File: src/design/ccr_pkg.sv
// Shared types, codes and constants of the circle canvas rasterizer.
package ccr_pkg;

   // Fixed field widths.
   localparam int COORD_W     = 24;
   localparam int BYTE_W      = 8;
   localparam int MODE_W      = 2;
   localparam int STATUS_W    = 2;
   localparam int CFG_W       = 9;
   localparam int CSR_INDEX_W = 2;
   localparam int SQ_SEL_W    = 2;

   // Request modes.
   localparam logic [MODE_W-1:0] MODE_CLEAR = 2'd0;
   localparam logic [MODE_W-1:0] MODE_DRAW  = 2'd1;
   localparam logic [MODE_W-1:0] MODE_READ  = 2'd2;
   localparam logic [MODE_W-1:0] MODE_NOP   = 2'd3;

   // Response status codes.
   localparam logic [STATUS_W-1:0] STATUS_OK    = 2'd0;
   localparam logic [STATUS_W-1:0] STATUS_SHAPE = 2'd1;
   localparam logic [STATUS_W-1:0] STATUS_RANGE = 2'd2;

   // Circle kind bytes.
   localparam logic [BYTE_W-1:0] KIND_OUTLINE = 8'h63;
   localparam logic [BYTE_W-1:0] KIND_FILLED  = 8'h43;

   // Configuration register indexes and reset values.
   localparam logic [CSR_INDEX_W-1:0] CSR_WIDTH      = 2'd0;
   localparam logic [CSR_INDEX_W-1:0] CSR_HEIGHT     = 2'd1;
   localparam logic [CSR_INDEX_W-1:0] CSR_BACKGROUND = 2'd2;
   localparam logic [CFG_W-1:0]       WIDTH_RESET      = 9'd1;
   localparam logic [CFG_W-1:0]       HEIGHT_RESET     = 9'd1;
   localparam logic [BYTE_W-1:0]      BACKGROUND_RESET = 8'd32;

   // Operand selects of the shared squaring multiplier.
   localparam logic [SQ_SEL_W-1:0] SQ_CX = 2'd0;
   localparam logic [SQ_SEL_W-1:0] SQ_CY = 2'd1;
   localparam logic [SQ_SEL_W-1:0] SQ_R  = 2'd2;
   localparam logic [SQ_SEL_W-1:0] SQ_RI = 2'd3;

   // Request data, last field in the lowest bits.
   typedef struct packed {
      logic [BYTE_W-1:0]         read_col;
      logic [BYTE_W-1:0]         read_row;
      logic [BYTE_W-1:0]         paint_byte;
      logic signed [COORD_W-1:0] radius;
      logic signed [COORD_W-1:0] center_y;
      logic signed [COORD_W-1:0] center_x;
   } req_data_type;

   // Request side-band: mode and circle kind.
   typedef struct packed {
      logic [BYTE_W-1:0] shape_kind;
      logic [MODE_W-1:0] mode;
   } req_user_type;

   // Response data, padded to whole bytes.
   typedef struct packed {
      logic [6:0]        pad;
      logic              error_seen;
      logic [BYTE_W-1:0] pixel_value;
   } rsp_data_type;

   localparam int REQ_TDATA_W = $bits(req_data_type);
   localparam int REQ_TUSER_W = $bits(req_user_type);
   localparam int RSP_TDATA_W = $bits(rsp_data_type);

   // Commands from the controller to the datapath.
   typedef struct packed {
      logic                capture;
      logic                scan_init;
      logic                scan_step;
      logic                sq_load;
      logic [SQ_SEL_W-1:0] sq_sel;
      logic                flag_set;
      logic                flag_clr;
      logic                load_rsp;
   } ctrl_cmd_type;

   // Status from the datapath to the controller.
   typedef struct packed {
      logic [MODE_W-1:0] mode;
      logic              shape_bad;
      logic              scan_done;
   } dp_status_type;

endpackage

File: src/design/ccr_ctrl.sv
// Controller state machine of the circle canvas rasterizer.
module ccr_ctrl (
   input  logic                  clock,
   input  logic                  reset,
   input  logic                  req_tvalid,
   output logic                  req_tready,
   output logic                  rsp_tvalid,
   input  logic                  rsp_tready,
   input  ccr_pkg::dp_status_type stat,
   output ccr_pkg::ctrl_cmd_type  cmd
);

   localparam logic [2:0] S_IDLE     = 3'd0;
   localparam logic [2:0] S_DISPATCH = 3'd1;
   localparam logic [2:0] S_SQ_CY    = 3'd2;
   localparam logic [2:0] S_SQ_R     = 3'd3;
   localparam logic [2:0] S_SQ_RI    = 3'd4;
   localparam logic [2:0] S_SCAN     = 3'd5;
   localparam logic [2:0] S_DRAIN    = 3'd6;
   localparam logic [2:0] S_RESP     = 3'd7;

   logic [2:0] state_ff, state_in;
   logic       rsp_valid_ff, rsp_valid_in;

   // Next state and commands.
   always_comb begin
      state_in = state_ff;
      cmd      = '0;
      unique case (state_ff)
         S_IDLE: begin
            if (req_tvalid) begin
               cmd.capture = 1'b1;
               state_in    = S_DISPATCH;
            end
         end
         S_DISPATCH: begin
            unique case (stat.mode)
               ccr_pkg::MODE_CLEAR: begin
                  cmd.scan_init = 1'b1;
                  cmd.flag_clr  = 1'b1;
                  state_in      = S_SCAN;
               end
               ccr_pkg::MODE_DRAW: begin
                  if (stat.shape_bad) begin
                     cmd.flag_set = 1'b1;
                     state_in     = S_RESP;
                  end else begin
                     cmd.sq_load = 1'b1;
                     cmd.sq_sel  = ccr_pkg::SQ_CX;
                     state_in    = S_SQ_CY;
                  end
               end
               ccr_pkg::MODE_READ: state_in = S_RESP;
               ccr_pkg::MODE_NOP:  state_in = S_RESP;
            endcase
         end
         S_SQ_CY: begin
            cmd.sq_load = 1'b1;
            cmd.sq_sel  = ccr_pkg::SQ_CY;
            state_in    = S_SQ_R;
         end
         S_SQ_R: begin
            cmd.sq_load = 1'b1;
            cmd.sq_sel  = ccr_pkg::SQ_R;
            state_in    = S_SQ_RI;
         end
         S_SQ_RI: begin
            // Center squares are in place, so the scan can start here too.
            cmd.sq_load   = 1'b1;
            cmd.sq_sel    = ccr_pkg::SQ_RI;
            cmd.scan_init = 1'b1;
            state_in      = S_SCAN;
         end
         S_SCAN: begin
            cmd.scan_step = 1'b1;
            if (stat.scan_done) begin
               state_in = S_DRAIN;
            end
         end
         S_DRAIN: begin
            state_in = S_RESP;
         end
         S_RESP: begin
            if (!rsp_valid_ff || rsp_tready) begin
               cmd.load_rsp = 1'b1;
               state_in     = S_IDLE;
            end
         end
      endcase
   end

   // Response valid flag of the output register.
   always_comb begin
      rsp_valid_in = rsp_valid_ff;
      priority if (cmd.load_rsp) begin
         rsp_valid_in = 1'b1;
      end else if (rsp_tready) begin
         rsp_valid_in = 1'b0;
      end
   end

   always_ff @(posedge clock) begin
      if (reset) begin
         state_ff     <= S_IDLE;
         rsp_valid_ff <= 1'b0;
      end else begin
         state_ff     <= state_in;
         rsp_valid_ff <= rsp_valid_in;
      end
   end

   assign req_tready = (state_ff == S_IDLE);
   assign rsp_tvalid = rsp_valid_ff;

endmodule

File: config.mk
export PLATFORM = sky130hd
export DESIGN_NAME = ccr_ctrl
export DESIGN_NICKNAME = d
export VERILOG_FILES = /design/src/design/ccr_pkg.sv /design/src/design/ccr_ctrl.sv
export SDC_FILE = /design/constraint.sdc
export NUM_CORES = 1
export LEC_CHECK = 0
export CAP_MARGIN = 10
export CORE_AREA = 2 2 39 41
export CTS_BUF_LIST = sky130_fd_sc_hd__clkbuf_4
export CTS_CLUSTER_DIAMETER = 30
export CTS_CLUSTER_SIZE = 25
export DETAILED_ROUTE_END_ITERATION = 6
export DIE_AREA = 0 0 41 43
export DONT_BUFFER_PORTS = 1
export PLACE_DENSITY = 0.46
export SYNTH_ARGS = -nofsm -noshare
export SYNTH_HDL_FRONTEND = slang
export SYNTH_SLANG_ARGS = --single-unit
File: constraint.sdc
create_clock -name clock -period 1.47 [get_ports clock]
set_input_delay 0.441 -clock clock [delete_from_list [all_inputs] [get_ports clock]]
set_output_delay 0.441 -clock clock [all_outputs]
set_load 0.01 [all_outputs]
== Yosys cells after proc, flatten, opt, wreduce, memory -nomap -nowiden ==
Cells that the tools add are included.

* $add $sub $neg: 0
* Eq/ne operators: 13
* Bitwise logic cells: 0
* Muxes and demuxes: 20
* Multiply operators: 0
* Shift operators: 0
* Divide/modulo/power cells: 0
* Reduce and logical (&&, ||, !) cells: 7
* Magnitude comparators: 0

{| class="wikitable"
|+ Operator list
! operator !! number
|-
| $pmux W3 S8 || 1
|-
| $mux W3 || 5
|-
| $eq A3 B3 Y1 const B || 4
|-
| $pmux W3 S4 || 1
|-
| $mux W1 || 9
|-
| $pmux W3 S3 || 1
|-
| $eq A3 B2 Y1 const B || 2
|-
| $ne A2 B2 Y1 const B || 3
|-
| $eq A2 B2 Y1 const B || 2
|-
| $mux W4 || 1
|-
| $eq A3 B1 Y1 const B || 1
|-
| $logic_not A3 Y1 || 1
|-
| $reduce_and A3 Y1 || 1
|-
| $eq A2 B1 Y1 const B || 1
|-
| $logic_not A2 Y1 || 1
|-
| $mux W2 || 1
|-
| $pmux W1 S2 || 1
|-
| $reduce_bool A2 Y1 || 1
|-
| $reduce_or A2 Y1 || 1
|-
| $logic_not A1 Y1 || 1
|-
| $logic_or A1 B1 Y1 || 1
|}

* Input port bits: 8
* Bits in latches: 0
* Memories: 0
* ROM bits: 0
* Register bits after elaboration: 4
* RAM bits: 0

== Logic depth before layout (Yosys ltp) ==
Gate-level depths: netlist (run 1).

* Depth after elaboration: 5
* Gate-level depth with buffers: 4

== Worst setup path after synthesis (run 1) ==
OpenSTA, ideal clock, no wires.

* Path type: input-to-output
* From: input port stat[3] (netlist name)
* To: output port cmd[7] (netlist name)
* Required time: 1.029 ns
* Data arrival time: 1.120 ns
* Slack: -0.091 ns
* Stages: 3
* Cells stage by stage: nand2b_1 or3_1 a21oi_1

{| class="wikitable"
|+ RTL lines
! item !! RTL line !! source
|-
| start: declaration || ccr_ctrl.sv:9 || <nowiki>input ccr_pkg::dp_status_type stat,</nowiki>
|-
| end: declaration || ccr_ctrl.sv:10 || <nowiki>output ccr_pkg::ctrl_cmd_type cmd</nowiki>
|}

==> metrics.txt, run 1 <==
Yosys top cell area share=24.1%; Worst Hold Class=primary input to register; P_leak=0.231 nW; EDFF count, synth=0; CTS sink cnt=4; Longest Clk Path Bufs=2; CP Class=register to output port; gpl congestion=about 0.72; Crit path largest cell delay=0.35 ns; DRT Wirelength=a little under 1000 µm; failing checks=negative setup slack; ys flop type=dfxtp_1; crit path buf inv count=0; Fin. Hold Viols=0; maximum number of pins on one net before global-route repair=12; unrepaired setup endpoints after global routing=true; min-delay src=reset; Syn Area/Cell=7.08 µm²; initial DRC count=3; IO Pins=19; worst vdd ir=0.000709 V; dominant cells by area after synthesis=dfxtp_1 (24%), a21oi_1 (7.5%), nand2b_1 (7.5%), and3b_1 (5.3%), nor3_1 (4.5%); final clock period utilization by the worst path=109%; HPWL Detailed=between 600 and 700 µm; number of synthesized register bits=4; Synth cell types=24; row count=14; DIE AREA=around 1800 µm²; vias=389; TritonRoute pass-1 iters=3; CTS clock-pin slew for the worst setup and hold paths=0.04 ns; maxcap violations=0; Slew @ Worst Pin=0.199 ns; Residual DRC=0; Root Buffer=clkbuf_4; relative slew slack=86.6%; Synth area leader=dfxtp_1; vias in the first global route=328; initial antenna violation count=0; fin. max-slew vios=0; diode count=0; delay-heaviest family, CP=simple AND/OR/NAND/NOR gates; CORE AREA=1380 µm²; worst setup margin=-0.128 ns; async set-or-reset flop fraction in the synthesized netlist=0%; port bufs=0; Final nets=69; proportion of layout cells with a drive suffix above 1=59.3%; crit path DAT=1.16 ns; Yosys warning count=0; CTS tree=done; f_max=626 MHz; WHS Endpoint=state_ff[1]; fin crit period=1.60 ns; FF-to-FF End=state_ff[2]; Min Hold Slack=between 0.2 and 0.3 ns; die extent in x=41 µm; Clock Skews=0.00711 ns; H-tree levels=1; Starting Density=24.1%; DR WL/cell=13.2 µm; worst flop-to-flop path startpoint=state_ff[1]; Worst R2R Setup Slack=0.03 ns; global-route usage over all layers=approximately 11%; Syn Nets=55; Cell Chain, Critical Path=nand2b_4 -> or3_4 -> a21oi_4; first-pass GRT wire length=1300 µm; DRT antenna net count=0; status=complete, but fails checks; synth cell count leaders=a21oi_1 (5), dfxtp_1 (4), nand2b_1 (4); CP endpoint kind=output port; CP required=just over 1 ns; Die H=43 µm; Setup WS pre-CTS=-0.0889 ns; top-count cell post-synth=a21oi_1; R2R depth=4; DP Area=390 µm²; PwrDens=965 nW/µm²; drt via density=5.19; Area growth syn-to-layout=73.3%; sequential area share after synthesis=24.1%; final instance area=577 µm²; Clk Latency, worst-skew pair=0.23 ns; cells after synthesis=47; Critical-path top delay cell=dfxtp_2; cts bufs inserted=3; Remaining Overflow, GRT=0; cell area after synthesis=333 µm²; critical path startpoint category=register; Worst Hold Depth=1; setup violators final=7; critical path peak fanout=3
flip-flops by register name, indices dropped and copies added, names as in the netlist:
signal	cells
state_ff	3
rsp_tvalid	1
through the flow:
stage | util [%] | std cells | power, W | setup TNS, ns
after floorplan | - | 47 | 0.000262 | -0.0440
after global placement | 28.2 | 67 | 0.000310 | -0.0758
after detailed placement | 28.2 | 67 | 0.000312 | -0.0889
after CTS | 36.8 | 75 | 0.000509 | -0.656
after global routing | 41.7 | 75 | 0.000594 | -0.771
final | 41.7 | 75 | 0.000557 | -0.334
how the worst max path moves through the flow:
stage                      startpoint     end  slack, ns  cells after the start
after global placement        stat[3]  cmd[7]      -0.08                      3
after floorplan               stat[3]  cmd[7]      -0.04                      3
after CTS                 state_ff[0]  cmd[7]      -0.13                      3
final                     state_ff[0]  cmd[7]      -0.13                      3
after detailed placement      stat[3]  cmd[7]      -0.09                      3
after global routing      state_ff[0]  cmd[7]      -0.16                      3
area by class of cell:
cell class | count | area, µm²
repair buffers | 13 | 109
flip-flops and latches | 4 | 88.8
clock buffers | 3 | 22.5
fillers | 142 | 807
well taps | 16 | 20.0
multi-input cells | 37 | 327
inverters | 2 | 10.0
layout by cell type, fill, tap and decap left out:
| cell | count |
|---|---|
| buf_4 | 10 |
| nand2b_4 | 3 |
| nand2_1 | 3 |
| a21oi_1 | 3 |
| clkbuf_4 | 3 |
| buf_6 | 3 |
| a21oi_4 | 2 |
| nor2_1 | 2 |
| and3b_1 | 2 |
| o21ai_0 | 2 |
| nor3_1 | 2 |
| dfxtp_4 | 2 |
| nand3_1 | 1 |
| nand2b_1 | 1 |
| nor2b_2 | 1 |
| inv_4 | 1 |
| nor2_2 | 1 |
| nor4_4 | 1 |
| or3_4 | 1 |
| a31oi_2 | 1 |
| o22ai_2 | 1 |
| o22ai_4 | 1 |
| nor4_2 | 1 |
| nor3_2 | 1 |
| and2_4 | 1 |
| a211o_1 | 1 |
| inv_1 | 1 |
| a21o_1 | 1 |
| a31oi_1 | 1 |
| or4b_1 | 1 |
| nor2b_1 | 1 |
| or4_1 | 1 |
| dfxtp_1 | 1 |
| dfxtp_2 | 1 |
kinds of logic after synthesis:
logic type	Yosys count	synth area share (%)
buffers and inverters	6	10.9
and+or+nand+nor	24	42.1
DFF	4	24.1
AOI/OAI and AO/OA	13	22.9
per-layer routing:
layer / wire length, µm / GRT usage [%] / vias up
met4: 4 / 2.00 / 0
li1: - / - / 197
met3: 100 / 7.85 / 2
met2: 450 / 15.0 / 18
met5: 0 / 0 / -
met1: 434 / 14.4 / 172
what timing repair did:
| item | 4_1_cts | 5_1_grt |
|---|---|---|
| resized for setup | 15 | 12 |
| pin swaps | 2 | 3 |
| hold buffers | 0 | 0 |
| setup buffers | 5 | 0 |
| setup endpoints to repair | 10 | 10 |
| hold endpoints to repair | 0 | 0 |
power by group:
part	leakage (nW)	switching [W]	internal, W
clock	0.0138	0.0000414	0.0000911
combinational	0.182	0.000129	0.000141
sequential	0.0345	0.0000293	0.000125
total	0.231	0.000199	0.000357
No activity file was read; power rests on OpenSTA's default activity.
==> inputs of run 2 (changes only) <==
==> constraint.sdc (replaced) <==
create_clock -name clock -period 1.47 [get_ports clock]
set_input_delay 0.0735 -clock clock [delete_from_list [all_inputs] [get_ports clock]]
set_output_delay 0.0735 -clock clock [all_outputs]
set_load 0.01 [all_outputs]
==> run 2 against run 1 <==
The run now ends clean. Power fell by 20%. Clock skew decreased by 0.0036 ns. Wire length fell by 9.9%. Core utilization down 11 points. Combinational power down 40%. First-iteration DRC count increased to 5.3 times the previous value. Design area is 27% lower. Critical path depth stayed put. Critical path type unchanged.
==> metrics.txt, run 2 (same netlist as run 1, synthesis figures left out) <==
Worst Hold Depth=2 (was 1); HPWL Detailed=665 µm (was 648 µm); Worst Hold Class=primary input to register (unchanged); DRT antenna net count=0 (unchanged); CTS clock-pin slew for the worst setup and hold paths=0.04 ns (about the same); final clock period utilization by the worst path=94.6% (was 109%); vias in the first global route=339 (was 328); first-pass GRT wire length=1380 µm (was 1300 µm); CP endpoint kind=output port (unchanged); PwrDens=1060 nW/µm² (was 965 nW/µm²); f_max=719 MHz (was 626 MHz); worst flop-to-flop path startpoint=state_ff[1] (unchanged); CTS tree=done (unchanged); critical path peak fanout=11 (was 3); DIE AREA=1760 µm² (unchanged); Sum Neg Setup Slack=0 ns (was -0.334 ns); commonest non-fill, non-tap cell in the layout=buf_4 (unchanged); fill count=152 (was 142); maximum number of pins on one net before global-route repair=12 (unchanged); Setup Buffers After CTS=0 (was 5); Critical-path top delay cell=or3_1 (was dfxtp_2); maxcap violations=0 (unchanged); fin crit period=1.39 ns (was 1.60 ns); Remaining Overflow, GRT=0 (unchanged); proportion of layout cells with a drive suffix above 1=24.1% (was 59.3%); IO Pins=19 (unchanged); Residual DRC=0 (unchanged); status=completed (was complete, but fails checks); crit path launch=state_ff[2] (was state_ff[0]); Area growth syn-to-layout=26.3% (was 73.3%); diode count=0 (unchanged); critical path startpoint category=register (unchanged); worst setup margin=0.0790 ns (was -0.128 ns); Cell Chain, Critical Path=buf_6 -> or3_1 -> a21oi_2 (was nand2b_4 -> or3_4 -> a21oi_4); CTS sink cnt=4 (unchanged); DP Area=379 µm² (was 390 µm²); Setup WS pre-CTS=0.224 ns (was -0.0889 ns); area of the multi-input gates=220 µm² (was 327 µm²); P_leak=0.175 nW (was 0.231 nW); R2R depth=3 (was 4); H-tree levels=1 (unchanged); initial DRC count=16 (was 3); Worst R2R Setup Slack=0.26 ns (was 0.03 ns); port bufs=0 (unchanged); DRT Wirelength=891 µm (was 989 µm); global-route usage over all layers=11.7% (was 11.1%); register area=81.3 µm² (was 88.8 µm²); Root Buffer=clkbuf_4 (unchanged); cts bufs inserted=3 (unchanged); Longest Clk Path Bufs=2 (unchanged); Pwr Total=0.000446 W (was 0.000557 W); gpl congestion=0.803 (was 0.723); Clk Latency, worst-skew pair=0.24 ns (was 0.23 ns); TritonRoute pass-1 iters=4 (was 3); Fin. Hold Viols=0 (unchanged); min-delay src=reset (unchanged); critical path capture point=cmd[7] (unchanged); row count=14 (unchanged); vias=363 (was 389); Final nets=64 (was 69); Slew @ Worst Pin=0.303 ns (was 0.199 ns); Die H=43 µm (unchanged); initial antenna violation count=0 (unchanged); Largest register FFs=3 (unchanged); Largest Register=state_ff (unchanged); unrepaired setup endpoints after global routing=false (was true); final instance area=420 µm² (was 577 µm²); setup violators final=0 (was 7); most frequent cells in the layout=buf_4 (6), nand2b_1 (4), a21oi_1 (4); die extent in x=41 µm (unchanged); CORE AREA=1380 µm² (unchanged); FF-to-FF End=state_ff[2] (unchanged); relative slew slack=79.7% (was 86.6%); worst vdd ir=0.000365 V (was 0.000709 V); Starting Density=24.1% (unchanged); Clock Skews=0.00347 ns (was 0.00711 ns); drt via density=5.19 (about the same); DR WL/cell=12.7 µm (was 13.2 µm); CP required=1.40 ns (was 1.03 ns); CP Class=register to output port (unchanged); crit path DAT=1.32 ns (was 1.16 ns); fin. max-slew vios=0 (unchanged); Crit path largest cell delay=0.38 ns (was 0.35 ns)
[run 2: changes by cell type in the layout (fill, tap and decap cells not counted), sizes merged]
| cell | change |
|---|---|
| buf | -6 |
| dlygate4sd3 | +1 |
[run 2: layout make-up]
class                           count  area share (%)
Multi-Input combinational cell     37            52.4
Sequential cell                     4            19.3
Timing Repair Buffer                8            15.8
Clock buffer                        3            5.36
Tap cell                           16            4.76
Inverter                            2            2.38
[run 2: per-stage QoR]
| stage | instances | hold slack, ns | utilization (%) |
|---|---|---|---|
| 3_5_place_dp | 66 | 0.148 | 27.4 |
| 3_3_place_gp | 66 | 0.143 | 27.4 |
| 5_1_grt | 70 | 0.0181 | 30.4 |
| 6_report | 70 | 0.00929 | 30.4 |
| 4_1_cts | 70 | 0.0107 | 30.1 |
| 2_1_floorplan | 47 | 0.143 | - |
[run 2: worst min path at each step]
stage	end	slack [ns]
6_report	state_ff[0]	0.009
5_1_grt	state_ff[0]	0.02
4_1_cts	state_ff[0]	0.01
3_5_place_dp	state_ff[1]	0.15
3_3_place_gp	state_ff[1]	0.14
2_1_floorplan	rsp_tvalid	0.14
[run 2: layer usage]
layer	share of wire [%]	up-vias	track usage, %
li1	-	185	-
met1	47	157	16.0
met2	39	19	14.1
met3	12	2	6.81
met4	1.1	0	6.00
met5	0	-	0
[run 2: timing repair]
item                                    in CTS  in global routing
gates resized for setup                      2                  1
hold buffers                                 1                  0
hold endpoints to repair                     2                  0
pin swaps                                    0                  1
endpoints found under the setup margin       1                  1
[run 2: worst max-delay path, delay by kind of cell (launching register included)]
family,cells,cell delay [ns]
AND/OR/NAND/NOR,1,0.38
AO/OA/AOI/OAI,1,0.18
flip-flops,1,0.35
buffers and inverters,1,0.16
[run 2: power by group]
group	switching [W]	internal (W)
clock	0.0000484	0.0000916
combinational	0.0000900	0.0000733
sequential	0.0000207	0.000122
total	0.000159	0.000287
==> inputs of run 3 (changes only) <==
Settings changed: MAX_ROUTING_LAYER set to met4.
==> run 3 against run 2 <==
Fmax is essentially flat. Flip-flop and latch count is the same. Global-route usage increased by 0.29 points. Via count down 0.55%. Final cell count unchanged. Clock power is essentially flat. Non-clock buffer count is the same. Hold slack is essentially flat.
==> metrics.txt, run 3 (same netlist as run 1, synthesis figures left out) <==
status=completed (unchanged); P_leak=0.175 nW (unchanged); relative slew slack=79.7% (about the same); Longest Clk Path Bufs=2 (unchanged); proportion of layout cells with a drive suffix above 1=24.1% (unchanged); critical path startpoint category=register (unchanged); Remaining Overflow, GRT=0 (unchanged); Flop pwr share=32.1% (was 32.0%); CP endpoint kind=output port (unchanged); vias=361 (was 363); f_max=719 MHz (about the same); Root Buffer=clkbuf_4 (unchanged); setup violators final=0 (unchanged); Slew @ Worst Pin=0.303 ns (about the same); CORE AREA=1380 µm² (unchanged); unrepaired setup endpoints after global routing=false (unchanged); Power Internal=0.000287 W (about the same); cts bufs inserted=3 (unchanged); fin. max-slew vios=0 (unchanged); diode count=0 (unchanged); Largest Register=state_ff (unchanged); Clk network pwr share=31.4% (about the same); CP Class=register to output port (unchanged); final instance area=420 µm² (unchanged); combinational power share=36.6% (about the same); DP Area=379 µm² (unchanged); maximum number of pins on one net before global-route repair=12 (unchanged); initial DRC count=15 (was 16); min-delay src=reset (unchanged); vias in the first global route=335 (was 339); Clock Skews=0.00338 ns (was 0.00347 ns); final clock period utilization by the worst path=94.6% (about the same); worst flop-to-flop path startpoint=state_ff[1] (unchanged); worst vdd ir=0.000365 V (about the same); HPWL Detailed=665 µm (unchanged); CTS sink cnt=4 (unchanged); Largest register FFs=3 (unchanged); CTS tree=done (unchanged); Cell Chain, Critical Path=buf_6 -> or3_1 -> a21oi_2 (unchanged); critical path peak fanout=11 (unchanged); delay-heaviest family, CP=simple AND/OR/NAND/NOR gates (unchanged); Crit path largest cell delay=0.38 ns (about the same); P_sw=0.000159 W (about the same); DRT Wirelength=884 µm (was 891 µm); commonest non-fill, non-tap cell in the layout=buf_4 (unchanged); Area growth syn-to-layout=26.3% (unchanged); Post-Layout Cell Count=70 (unchanged); H-tree levels=1 (unchanged); TritonRoute pass-1 iters=4 (unchanged); WHS Endpoint=state_ff[0] (unchanged); Clk Latency, worst-skew pair=0.24 ns (about the same); Worst R2R Setup Slack=0.26 ns (about the same); initial antenna violation count=0 (unchanged); Worst Hold Class=primary input to register (unchanged); CP required=1.40 ns (about the same); Final nets=64 (unchanged); DR WL/cell=12.6 µm (was 12.7 µm); Critical-path top delay cell=or3_1 (unchanged); fin crit period=1.39 ns (about the same); DIE AREA=1760 µm² (unchanged); global-route usage over all layers=12.0% (was 11.7%); die extent in x=41 µm (unchanged); Placed Cells=66 (unchanged); first-pass GRT wire length=1380 µm (unchanged); Residual DRC=0 (unchanged); Die H=43 µm (unchanged); Worst Hold Depth=2 (unchanged); drt via density=5.16 (was 5.19); Starting Density=24.1% (unchanged); IO Pins=19 (unchanged); crit path buf inv count=1 (unchanged); Fin. Hold Viols=0 (unchanged); FF-to-FF End=state_ff[2] (unchanged); most frequent cells in the layout=buf_4 (6), nand2b_1 (4), a21oi_1 (4) (unchanged); Switching Share=35.6% (was 35.7%); R2R depth=3 (unchanged); DRT antenna net count=0 (unchanged); crit path DAT=1.32 ns (about the same); maxcap violations=0 (unchanged); Sum Neg Setup Slack=0 ns (unchanged); fill count=152 (unchanged); gpl congestion=0.814 (was 0.803); PwrDens=1060 nW/µm² (about the same); row count=14 (unchanged); CTS clock-pin slew for the worst setup and hold paths=0.04 ns (about the same); port bufs=0 (unchanged)
==> run 3: metrics by stage <==
| stage | power, W | hold slack, ns | utilization [%] | worst slack (ns) |
|---|---|---|---|---|
| floorplan | 0.000258 | 0.143 | - | 0.320 |
| detailed placement | 0.000299 | 0.148 | 27.4 | 0.224 |
| finish | 0.000446 | 0.00939 | 30.4 | 0.0796 |
| global placement | 0.000299 | 0.143 | 27.4 | 0.226 |
| CTS | 0.000447 | 0.0107 | 30.1 | 0.0390 |
| global route | 0.000478 | 0.0181 | 30.4 | 0.0163 |
==> run 3: power by group through the flow <==
stage               Clock, W  Combinational (W)  Sequential (W)
floorplan                  0           0.000125        0.000133
global placement           0           0.000156        0.000143
detailed placement         0           0.000156        0.000143
CTS                 0.000143           0.000162        0.000142
global route        0.000152           0.000181        0.000145
finish              0.000140           0.000163        0.000143
==> run 3: worst register-to-register path, cell delays in order, from the launching register on <==
cell	delay, ns
dfxtp_1	0.34
or4b_1	0.52
a21oi_1	0.17
nor3_1	0.06
==> run 3: routing by layer <==
metal	vias to the layer above	track usage, %	wire length [µm]
met4	0	6.00	10
met3	2	6.81	111
met5	-	-	0
met1	155	16.0	416
li1	185	-	-
met2	19	14.1	345
==> run 3: how the worst max path moves through the flow <==
stage / start / to / slack [ns] / cells past startpoint
6_report: state_ff[2] / cmd[7] / 0.08 / 3
5_1_grt: state_ff[2] / cmd[7] / 0.02 / 3
4_1_cts: state_ff[2] / cmd[7] / 0.04 / 3
3_5_place_dp: state_ff[0] / cmd[7] / 0.22 / 3
3_3_place_gp: state_ff[0] / cmd[7] / 0.23 / 3
2_1_floorplan: state_ff[0] / state_ff[1] / 0.32 / 4
==> run 3: what timing repair did <==
action                                  4_1_cts  5_1_grt
pin swaps                                     0        1
endpoints found under the setup margin        1        1
buffers inserted                              0        0
endpoints found under the hold margin         2        0
gates cloned                                  0        0
resized for setup                             2        1
hold buffers                                  1        0
==> run 3: cell type report <==
type / instances / area (µm²) / share of cell area [%]
Tap cell: 16 / 20.0 / 4.76
Clock buffer: 3 / 22.5 / 5.36
Sequential cell: 4 / 81.3 / 19.3
Inverter: 2 / 10.0 / 2.38
Timing Repair Buffer: 8 / 66.3 / 15.8
Multi-Input combinational cell: 37 / 220 / 52.4
